<file path="src/hdl/ptp_pkg.sv">
// Package for the periodic timer pool: shared constants, codes and types.
// No dependencies.
`default_nettype none
package ptp_pkg;
    localparam int MaxTimersDefault = 16;
    localparam int TimeW   = 32;
    localparam int HandleW = 31;

    localparam logic [1:0] ModeAdd    = 2'd0;
    localparam logic [1:0] ModeDelete = 2'd1;
    localparam logic [1:0] ModeChange = 2'd2;
    localparam logic [1:0] ModeRun    = 2'd3;

    localparam logic [1:0] StatOk       = 2'd0;
    localparam logic [1:0] StatFull     = 2'd1;
    localparam logic [1:0] StatNotFound = 2'd2;
    localparam logic [1:0] StatIdle     = 2'd3;

    // One timer entry as it travels along the chain.
    typedef struct packed {
        logic [TimeW-1:0]   due;
        logic [TimeW-1:0]   per;
        logic [HandleW-1:0] hdl;
    } entry_t;
endpackage
`default_nettype wire

</file>
<file path="src/hdl/periodic_timer_pool_unit.sv">
// Top level of the periodic timer pool: a rotating chain of slot cells and
// its sequencer. Depends on ptp_pkg and ptp_cell.
//
// Usage: an item (mode, now_ms, handle, interval_ms) enters on in_valid /
// in_ready; exactly one result item (status, result_handle, fired) leaves on
// out_valid / out_ready. Slots sit in a ring of MAX_TIMERS cells; slot i is
// at cell (i - rot) mod MAX_TIMERS, and the ring rotates one place in each
// cycle that it shifts. Add and run rotate the ring until their slot is at
// cell 0, then write it in S_PUT. Delete and change first bring slot 0
// round, then walk the slots at cell 0 until the handle is found; change
// brings that slot back round, while delete brings the last slot round and
// then the found slot, to move the last entry into it. One item is worked at
// a time; the result waits in an output register, and the next item can be
// taken in the cycle after the result is accepted. After reset the pool is
// empty, the handle counter and cursor are zero; slot contents are undefined
// until written. A stalled receiver simply holds the result and the block
// waits.
`default_nettype none
module periodic_timer_pool_unit #(
    parameter int MAX_TIMERS = ptp_pkg::MaxTimersDefault
) (
    input  wire logic        clk,
    input  wire logic        rst_n,
    input  wire logic        in_valid,
    output logic             in_ready,
    input  wire logic [1:0]  mode,
    input  wire logic [31:0] now_ms,
    input  wire logic [30:0] handle,
    input  wire logic [31:0] interval_ms,
    output logic             out_valid,
    input  wire logic        out_ready,
    output logic [1:0]       status,
    output logic [31:0]      result_handle,
    output logic             fired
);
    localparam int IW = (MAX_TIMERS > 1) ? $clog2(MAX_TIMERS) : 1;
    localparam int CW = $clog2(MAX_TIMERS + 1);
    localparam logic [CW-1:0] CMAX = CW'(MAX_TIMERS);

    typedef enum logic [2:0] {S_IDLE, S_SEEK, S_SEARCH, S_TAKE, S_PUT, S_OUT}
        state_t;

    state_t              state_reg;
    logic [CW-1:0]       count_reg;
    logic [30:0]         next_hdl_reg;
    logic [IW-1:0]       cursor_reg;
    logic [IW-1:0]       rot_reg;
    logic [IW-1:0]       target_reg;
    logic [CW-1:0]       scan_reg;
    logic [1:0]          mode_reg;
    logic [31:0]         now_reg;
    logic [30:0]         hdl_reg;
    logic [31:0]         ival_reg;
    logic                phase_reg;
    ptp_pkg::entry_t     hold_reg;
    logic [1:0]          status_reg;
    logic [31:0]         rhandle_reg;
    logic                fired_reg;

    ptp_pkg::entry_t     cq [MAX_TIMERS];
    logic                shift;
    logic                load0;
    ptp_pkg::entry_t     load_val;
    logic [CW-1:0]       last;
    logic [31:0]         diff;

    // The ring: cell k takes the entry of cell k+1, so slot rot sits at cell 0.
    for (genvar k = 0; k < MAX_TIMERS; k++)
    begin : g_cell
        ptp_cell u_cell (
            .clk   (clk),
            .shift (shift),
            .d     (cq[(k + 1) % MAX_TIMERS]),
            .load  (load0 && k == 0),
            .load_d(load_val),
            .q     (cq[k])
        );
    end

    assign last = count_reg - CW'(1);
    assign diff = now_reg - cq[0].due;

    // Ring control from the sequencer state.
    always_comb
    begin
        shift    = 1'b0;
        load0    = 1'b0;
        load_val = cq[0];
        case (state_reg)
            S_SEEK, S_SEARCH:
            begin
                shift = (rot_reg != target_reg) || (state_reg == S_SEARCH);
            end
            S_TAKE:
            begin
                shift = (rot_reg != target_reg);
            end
            S_PUT:
            begin
                load0 = 1'b1;
                case (mode_reg)
                    ptp_pkg::ModeAdd:
                    begin
                        load_val.due = now_reg + ival_reg;
                        load_val.per = ival_reg;
                        load_val.hdl = next_hdl_reg;
                    end
                    ptp_pkg::ModeDelete:
                    begin
                        load_val = hold_reg;
                    end
                    ptp_pkg::ModeChange:
                    begin
                        load_val.due = now_reg + ival_reg;
                        load_val.per = ival_reg;
                    end
                    default:
                    begin
                        load0 = ~diff[31];
                        load_val.due = now_reg + cq[0].per;
                    end
                endcase
            end
            default:
            begin
            end
        endcase
    end

    // Sequencer: one item at a time, result held until taken.
    always_ff @(posedge clk or negedge rst_n)
    begin
        if (!rst_n)
        begin
            state_reg    <= S_IDLE;
            count_reg    <= '0;
            next_hdl_reg <= '0;
            cursor_reg   <= '0;
            rot_reg      <= '0;
            target_reg   <= '0;
            scan_reg     <= '0;
            phase_reg    <= 1'b0;
            mode_reg     <= '0;
            now_reg      <= '0;
            hdl_reg      <= '0;
            ival_reg     <= '0;
            hold_reg     <= '0;
            status_reg   <= '0;
            rhandle_reg  <= '0;
            fired_reg    <= 1'b0;
        end
        else
        begin
            if (shift)
            begin
                rot_reg <= (rot_reg == IW'(MAX_TIMERS - 1)) ? '0 : rot_reg + IW'(1);
            end
            case (state_reg)
                S_IDLE:
                begin
                    if (in_valid)
                    begin
                        mode_reg    <= mode;
                        now_reg     <= now_ms;
                        hdl_reg     <= handle;
                        ival_reg    <= interval_ms;
                        fired_reg   <= 1'b0;
                        rhandle_reg <= '1;
                        phase_reg   <= 1'b0;
                        scan_reg    <= '0;
                        case (mode)
                            ptp_pkg::ModeAdd:
                            begin
                                if (count_reg == CMAX)
                                begin
                                    status_reg <= ptp_pkg::StatFull;
                                    state_reg  <= S_OUT;
                                end
                                else
                                begin
                                    target_reg <= count_reg[IW-1:0];
                                    state_reg  <= S_SEEK;
                                end
                            end
                            ptp_pkg::ModeRun:
                            begin
                                if (count_reg == '0)
                                begin
                                    status_reg <= ptp_pkg::StatIdle;
                                    state_reg  <= S_OUT;
                                end
                                else
                                begin
                                    target_reg <= cursor_reg;
                                    state_reg  <= S_SEEK;
                                end
                            end
                            default:
                            begin
                                if (count_reg == '0)
                                begin
                                    status_reg <= ptp_pkg::StatNotFound;
                                    state_reg  <= S_OUT;
                                end
                                else
                                begin
                                    target_reg <= '0;
                                    state_reg  <= S_TAKE;
                                end
                            end
                        endcase
                    end
                end
                S_SEEK:
                begin
                    if (rot_reg == target_reg)
                    begin
                        state_reg <= S_PUT;
                    end
                end
                S_TAKE:
                begin
                    // Bring slot 0 round to search, or the last slot to hold.
                    if (rot_reg == target_reg)
                    begin
                        if (phase_reg)
                        begin
                            hold_reg   <= cq[0];
                            phase_reg  <= 1'b0;
                            state_reg  <= S_SEEK;
                            target_reg <= scan_reg[IW-1:0];
                        end
                        else
                        begin
                            state_reg <= S_SEARCH;
                        end
                    end
                end
                S_SEARCH:
                begin
                    if (cq[0].hdl == hdl_reg)
                    begin
                        // Found at slot scan_reg; cell 0 holds it now.
                        if (mode_reg == ptp_pkg::ModeDelete)
                        begin
                            target_reg <= last[IW-1:0];
                            phase_reg  <= 1'b1;
                            state_reg  <= S_TAKE;
                        end
                        else
                        begin
                            target_reg <= scan_reg[IW-1:0];
                            state_reg  <= S_SEEK;
                        end
                    end
                    else
                    begin
                        scan_reg <= scan_reg + CW'(1);
                        if (scan_reg == last)
                        begin
                            status_reg <= ptp_pkg::StatNotFound;
                            state_reg  <= S_OUT;
                        end
                    end
                end
                S_PUT:
                begin
                    status_reg <= ptp_pkg::StatOk;
                    state_reg  <= S_OUT;
                    case (mode_reg)
                        ptp_pkg::ModeAdd:
                        begin
                            rhandle_reg  <= {1'b0, next_hdl_reg};
                            count_reg    <= count_reg + CW'(1);
                            next_hdl_reg <= next_hdl_reg + 31'd1;
                        end
                        ptp_pkg::ModeDelete:
                        begin
                            count_reg <= last;
                            if (CW'(cursor_reg) >= last)
                            begin
                                cursor_reg <= '0;
                            end
                        end
                        ptp_pkg::ModeChange:
                        begin
                        end
                        default:
                        begin
                            cursor_reg <= (CW'(cursor_reg) + CW'(1) >= count_reg)
                                ? '0 : cursor_reg + IW'(1);
                            if (!diff[31])
                            begin
                                fired_reg   <= 1'b1;
                                rhandle_reg <= {1'b0, cq[0].hdl};
                            end
                            else
                            begin
                                status_reg <= ptp_pkg::StatIdle;
                            end
                        end
                    endcase
                end
                S_OUT:
                begin
                    if (out_ready)
                    begin
                        state_reg <= S_IDLE;
                    end
                end
                default:
                begin
                    state_reg <= S_IDLE;
                end
            endcase
        end
    end

    assign in_ready      = (state_reg == S_IDLE);
    assign out_valid     = (state_reg == S_OUT);
    assign status        = status_reg;
    assign result_handle = rhandle_reg;
    assign fired         = fired_reg;
endmodule
`default_nettype wire

</file>
<file path="src/hdl/ptp_cell.sv">
// One slot of the timer chain: holds an entry and passes it on while the
// chain rotates by one place each shift cycle. Depends on ptp_pkg.
`default_nettype none
module ptp_cell (
    input  wire logic            clk,
    input  wire logic            shift,
    input  wire ptp_pkg::entry_t d,
    input  wire logic            load,
    input  wire ptp_pkg::entry_t load_d,
    output ptp_pkg::entry_t      q
);
    ptp_pkg::entry_t q_reg;

    // Entry register: loads a new value or takes the neighbour's entry.
    always_ff @(posedge clk)
    begin
        if (load)
        begin
            q_reg <= load_d;
        end
        else if (shift)
        begin
            q_reg <= d;
        end
    end

    assign q = q_reg;
endmodule
`default_nettype wire
</file>
<file path="config.mk">
export PLATFORM = sky130hd
export DESIGN_NAME = periodic_timer_pool_unit
export DESIGN_NICKNAME = d
export VERILOG_FILES = /design/src/hdl/ptp_pkg.sv /design/src/hdl/periodic_timer_pool_unit.sv /design/src/hdl/ptp_cell.sv
export SDC_FILE = /design/constraint.sdc
export NUM_CORES = 2
export LEC_CHECK = 0
export BUFFER_PORTS_ARGS = -buffer_cell sky130_fd_sc_hd__buf_2
export CAP_MARGIN = 20
export CORE_MARGIN = 3
export CORE_UTILIZATION = 40
export DETAILED_ROUTE_END_ITERATION = 7
export PLACE_DENSITY = 0.64
export SLEW_MARGIN = 10
export SYNTH_ARGS = -nofsm -noshare
export SYNTH_HDL_FRONTEND = slang
export SYNTH_HIERARCHICAL = 1
export SYNTH_SLANG_ARGS = --single-unit
export TNS_END_PERCENT = 5
</file>
<file path="constraint.sdc">
create_clock -name clk -period 5.1 [get_ports clk]
set_input_delay 0.51 -clock clk [delete_from_list [all_inputs] [get_ports clk]]
set_output_delay 0.51 -clock clk [all_outputs]
set_load 0.01 [all_outputs]
</file>
==> metrics.txt <==
# TYPE chip_impl_metric gauge
chip_impl_metric{name="synth_compound_gate_area_share",unit=""} 0.03046
chip_impl_metric{name="synth-seq-cells",unit=""} 1804
chip_impl_metric{name="fmax",unit="MHz"} 217.4
chip_impl_metric{name="layout_min_cycle_time",unit="ps"} 4601
chip_impl_metric{name="final_layout_size_suffix_gt1_frac",unit=""} 0.4364
chip_impl_metric{name="final-setup-viol-count",unit=""} 0
chip_impl_metric{name="post-synth-top-area-fraction",unit=""} 0.5462
chip_impl_metric{name="worst_r2r_path_depth",unit=""} 14
chip_impl_info{name="grt_setup_unrepaired",value="false"} 1
chip_impl_metric{name="post-route-util",unit=""} 0.4555
chip_impl_metric{name="placement.io_buffers",unit=""} 137
chip_impl_metric{name="number_of_flip_flops_under_the_largest_register_name",unit=""} 1520
chip_impl_metric{name="seq_power_share",unit=""} 0.445
chip_impl_metric{name="drv_cap",unit=""} 0
chip_impl_info{name="synthTopCellsByCount",value="sky130_fd_sc_hd__edfxtp_1 (1,520), sky130_fd_sc_hd__mux2_2 (1,120), sky130_fd_sc_hd__mux2_4 (624), sky130_fd_sc_hd__dfrtp_1 (284), sky130_fd_sc_hd__nand2_1 (149)"} 1
chip_impl_info{name="timing.critical_path.cells",value="mux2_2 > ha_1 > fa_1 > a211oi_1 > o21a_1 > a21oi_1 > o211ai_1 > a21oi_1 > or3b_2 > a31oi_1 > a211oi_1 > a21oi_1 > buf_4 > mux2_4"} 1
chip_impl_metric{name="number_of_global_route_vias_before_repair",unit=""} 46429
chip_impl_info{name="synthFlopType",value="sky130_fd_sc_hd__edfxtp_1"} 1
chip_impl_metric{name="synth.avg_cell_area",unit="um2"} 16.98
chip_impl_metric{name="routedWlPerCell",unit="um"} 27.22
chip_impl_metric{name="power_report.internal_total",unit="W"} 0.04632
chip_impl_metric{name="power.share.combinational",unit=""} 0.347
chip_impl_metric{name="final-max-slew-violation-count",unit=""} 0
chip_impl_info{name="status",value="complete, no violations"} 1
chip_impl_metric{name="ios",unit=""} 138
chip_impl_metric{name="floorplan.core_area",unit="um2"} 207500
chip_impl_metric{name="antenna_violating_nets_post_route",unit=""} 0
chip_impl_metric{name="drc",unit=""} 0
chip_impl_metric{name="grt_first_pass_wirelength",unit="mm"} 326.4
chip_impl_metric{name="numClockSinks",unit=""} 1804
chip_impl_info{name="hold-path-endpoint",value="ival_reg[18]"} 1
chip_impl_metric{name="grt.total_usage",unit=""} 0.2034
chip_impl_info{name="crit_path_frequent_cell",value="sky130_fd_sc_hd__a21oi_1"} 1
chip_impl_metric{name="wl",unit="mm"} 222.2
chip_impl_metric{name="fp.dieW",unit="um"} 463.1
chip_impl_metric{name="layout_cell_area_excl_fill",unit="um2"} 94500
chip_impl_metric{name="hold_ws",unit="ps"} 53.28
chip_impl_metric{name="placed_cell_area",unit="um2"} 87200
chip_impl_metric{name="detailed_place_hpwl",unit="mm"} 120.1
chip_impl_metric{name="bufs_on_longest_clock_path",unit=""} 3
chip_impl_metric{name="synth_enable_flop_cells",unit=""} 1520
chip_impl_metric{name="whs_path_depth",unit=""} 2
chip_impl_metric{name="chipHeight",unit="um"} 463.1
chip_impl_metric{name="worst-endpoint-arrival",unit="ps"} 5300
chip_impl_info{name="worstSetupPathType",value="reg -> reg"} 1
chip_impl_info{name="critical_path.reg2reg.startpoint",value="mode_reg[0]"} 1
chip_impl_metric{name="critical_path.max_stage_delay",unit="ps"} 660
chip_impl_metric{name="grt_max_degree",unit=""} 119
chip_impl_metric{name="worstPathRequired",unit="ps"} 5800
chip_impl_metric{name="die_area",unit="um2"} 214400
chip_impl_metric{name="synth-adder-area-share",unit=""} 0.01282
chip_impl_metric{name="syn_to_final_growth",unit="%"} 13.09
chip_impl_metric{name="clkTransAtPathRegs",unit="ps"} 60
chip_impl_info{name="synth_top_cells_by_area",value="sky130_fd_sc_hd__edfxtp_1 (55%), sky130_fd_sc_hd__mux2_2 (15%), sky130_fd_sc_hd__mux2_4 (11%)"} 1
chip_impl_metric{name="placementRows",unit=""} 167
chip_impl_metric{name="cts_inserted_buffers",unit=""} 190
chip_impl_metric{name="syn_area",unit="um2"} 83560
chip_impl_metric{name="setup_total_negative_slack",unit="ps"} 0
chip_impl_info{name="cts_tree",value="built"} 1
chip_impl_metric{name="tightestPinTransition",unit="ps"} 1157
chip_impl_metric{name="gp_weighted_congestion",unit=""} 0.8741
chip_impl_metric{name="globalRoute.totalOverflow",unit=""} 0
chip_impl_metric{name="switching_share",unit=""} 0.3246
chip_impl_metric{name="ir_drop",unit="uV"} 455.9
chip_impl_metric{name="portion_of_the_clock_cycle_consumed_by_the_worst_path_in_the_final_layout",unit=""} 0.9021
chip_impl_metric{name="report.final.hold_viol_count",unit=""} 0
chip_impl_metric{name="htree_levels",unit=""} 4
chip_impl_metric{name="synthMuxAreaShare",unit=""} 0.2642
chip_impl_info{name="startpoint_kind_of_the_worst_setup_timing_path",value="register"} 1
chip_impl_metric{name="slew_headroom",unit=""} 0.2288
chip_impl_metric{name="yosysUniqueCellTypes",unit=""} 71
chip_impl_metric{name="worstSkewPairLatency",unit="ps"} 840
chip_impl_metric{name="yosys.area_share.simple",unit=""} 0.02484
chip_impl_metric{name="drt_first_iter_violations",unit=""} 3909
chip_impl_metric{name="detail_route.first_pass.iterations",unit=""} 6
chip_impl_metric{name="synthXorXnorAreaFrac",unit=""} 0.01184
chip_impl_metric{name="route.detailed.vias_per_inst",unit=""} 5.557
chip_impl_info{name="ctsRootBufferMaster",value="sky130_fd_sc_hd__clkbuf_16"} 1
chip_impl_info{name="critPathCaptureType",value="register"} 1
chip_impl_metric{name="power_density",unit="nW/um2"} 725.7
chip_impl_info{name="crit_path_top_delay_cell",value="sky130_fd_sc_hd__dfrtp_2"} 1
chip_impl_metric{name="total_leakage_power",unit="nW"} 36.42
chip_impl_metric{name="antenna_violations_before_repair",unit=""} 8
chip_impl_info{name="yosysTopAreaCell",value="sky130_fd_sc_hd__edfxtp_1"} 1
chip_impl_metric{name="asyncSetResetFlopFracSynth",unit=""} 0.1574
chip_impl_metric{name="ys.warnings.count",unit=""} 6
chip_impl_metric{name="detailroute.via_count",unit=""} 45361
chip_impl_metric{name="clock_share_of_power",unit=""} 0.208
chip_impl_info{name="hp-class",value="in -> reg"} 1
chip_impl_info{name="dominant_cell_by_count_in_the_synthesized_netlist",value="sky130_fd_sc_hd__edfxtp_1"} 1
chip_impl_metric{name="worst-r2r-setup-slack",unit="ps"} 500
chip_impl_metric{name="p_switching",unit="W"} 0.02226
chip_impl_metric{name="worstPathMaxFanout",unit=""} 17
chip_impl_metric{name="synth_sequential_area_ratio",unit=""} 0.6313
chip_impl_metric{name="postSynthCellCount",unit=""} 4920
chip_impl_metric{name="floorplan.initialDensity",unit=""} 0.4027
chip_impl_metric{name="fin_worst_skew",unit="ps"} 52.99
chip_impl_metric{name="postCtsSetupRepairBufs",unit=""} 0
chip_impl_metric{name="nets",unit=""} 5395
chip_impl_metric{name="post-layout-total-power",unit="W"} 0.06858
chip_impl_info{name="r2r_end",value="g_cell[0].u_cell/q[85]"} 1
chip_impl_info{name="worstHoldStart",value="interval_ms[18]"} 1
chip_impl_info{name="synth_top_family_by_area",value="multiplexers"} 1
-- routing by layer --
layer / vias to the layer above / share of wire / track usage
li1: 19414 / - / -
met1: 24072 / 0.44 / 0.2855
met2: 1540 / 0.46 / 0.3228
met3: 335 / 0.059 / 0.02969
met4: 0 / 0.035 / 0.07107
met5: - / 0 / 0
-- how the worst max path moves through the flow --
stage	startpoint	endpoint	slack, ps
2_1_floorplan	g_cell[0].u_cell/q[91]	g_cell[0].u_cell/q[0]	80
3_3_place_gp	mode_reg[0]	g_cell[0].u_cell/q[77]	470
3_5_place_dp	mode_reg[0]	g_cell[0].u_cell/q[85]	540
4_1_cts	mode_reg[0]	g_cell[0].u_cell/q[85]	510
5_1_grt	mode_reg[0]	g_cell[0].u_cell/q[87]	270
6_report	mode_reg[0]	g_cell[0].u_cell/q[85]	500
-- stage by stage --
step | setup slack [ps] | instances
after global placement | 474.0 | 7711
after floorplan | 81.95 | 4934
after detailed placement | 536.3 | 7713
final | 499.2 | 8163
after CTS | 505.9 | 8148
after global routing | 267.8 | 8162
-- layout make-up --
type	count	area [um2]
antenna	4	10.01
multi-input combinational	2812	28930
sequential	1804	52750
clock buffer	250	5141
fill	17750	113000
tap	2788	3488
inverter	50	187.7
timing repair buffer	351	2734
clock inverter	104	1261
-- cell families after synthesis --
kind of cell	after synthesis
other	1
and+or+nand+nor	447
xor gates and xnor gates	113
buffers and inverters	318
AOI/OAI and AO/OA	398
DFF	1804
adders and majority gates	85
muxes	1754
-- power by group through the flow --
stage	sequential, W	clock [W]	combinational, W
floorplan	0.0295	0	0.0165
global placement	0.0306	0	0.0229
detailed placement	0.0307	0	0.0232
CTS	0.0306	0.0146	0.0235
global route	0.0313	0.0152	0.0255
finish	0.0305	0.0143	0.0238
-- worst max-delay path, delay by kind of cell (launching register included) --
kind / cells / cell delay, ps
mux: 2 / 560
compound gates: 8 / 1820
fa+ha+maj: 2 / 660
simple gates: 1 / 520
flops: 1 / 660
buf+inv: 1 / 240
-- what timing repair did --
action / CTS / global route
setup endpoints to repair: 0 / 0
gates resized for setup: 0 / 0
hold endpoints to repair: 134 / 0
hold buffers: 81 / 0
-- placed cells by master (no fill, tap or decap), types with 10 or more instances in the layout --
cell,n
sky130_fd_sc_hd__a211oi_1,47
sky130_fd_sc_hd__a21o_1,25
sky130_fd_sc_hd__a21oi_1,129
sky130_fd_sc_hd__a22oi_1,66
sky130_fd_sc_hd__a31oi_1,14
sky130_fd_sc_hd__and3_1,11
sky130_fd_sc_hd__buf_12,18
sky130_fd_sc_hd__buf_2,136
sky130_fd_sc_hd__buf_4,113
sky130_fd_sc_hd__bufinv_16,21
sky130_fd_sc_hd__clkbuf_1,45
sky130_fd_sc_hd__clkbuf_16,191
sky130_fd_sc_hd__clkbuf_8,14
sky130_fd_sc_hd__clkinv_1,23
sky130_fd_sc_hd__clkinv_2,31
sky130_fd_sc_hd__conb_1,15
sky130_fd_sc_hd__dfrtp_1,283
sky130_fd_sc_hd__dlygate4sd3_1,81
sky130_fd_sc_hd__edfxtp_1,1520
sky130_fd_sc_hd__ha_1,82
sky130_fd_sc_hd__inv_1,49
sky130_fd_sc_hd__mux2_2,1120
sky130_fd_sc_hd__mux2_4,624
sky130_fd_sc_hd__mux2i_1,10
sky130_fd_sc_hd__nand2_1,148
sky130_fd_sc_hd__nand2b_1,11
sky130_fd_sc_hd__nand3_1,21
sky130_fd_sc_hd__nand4_1,20
sky130_fd_sc_hd__nor2_1,138
sky130_fd_sc_hd__nor2b_1,37
sky130_fd_sc_hd__o21ai_0,59
sky130_fd_sc_hd__or2_4,17
sky130_fd_sc_hd__xnor2_1,56
sky130_fd_sc_hd__xor2_1,57
Power figures use the tool's default switching activity.
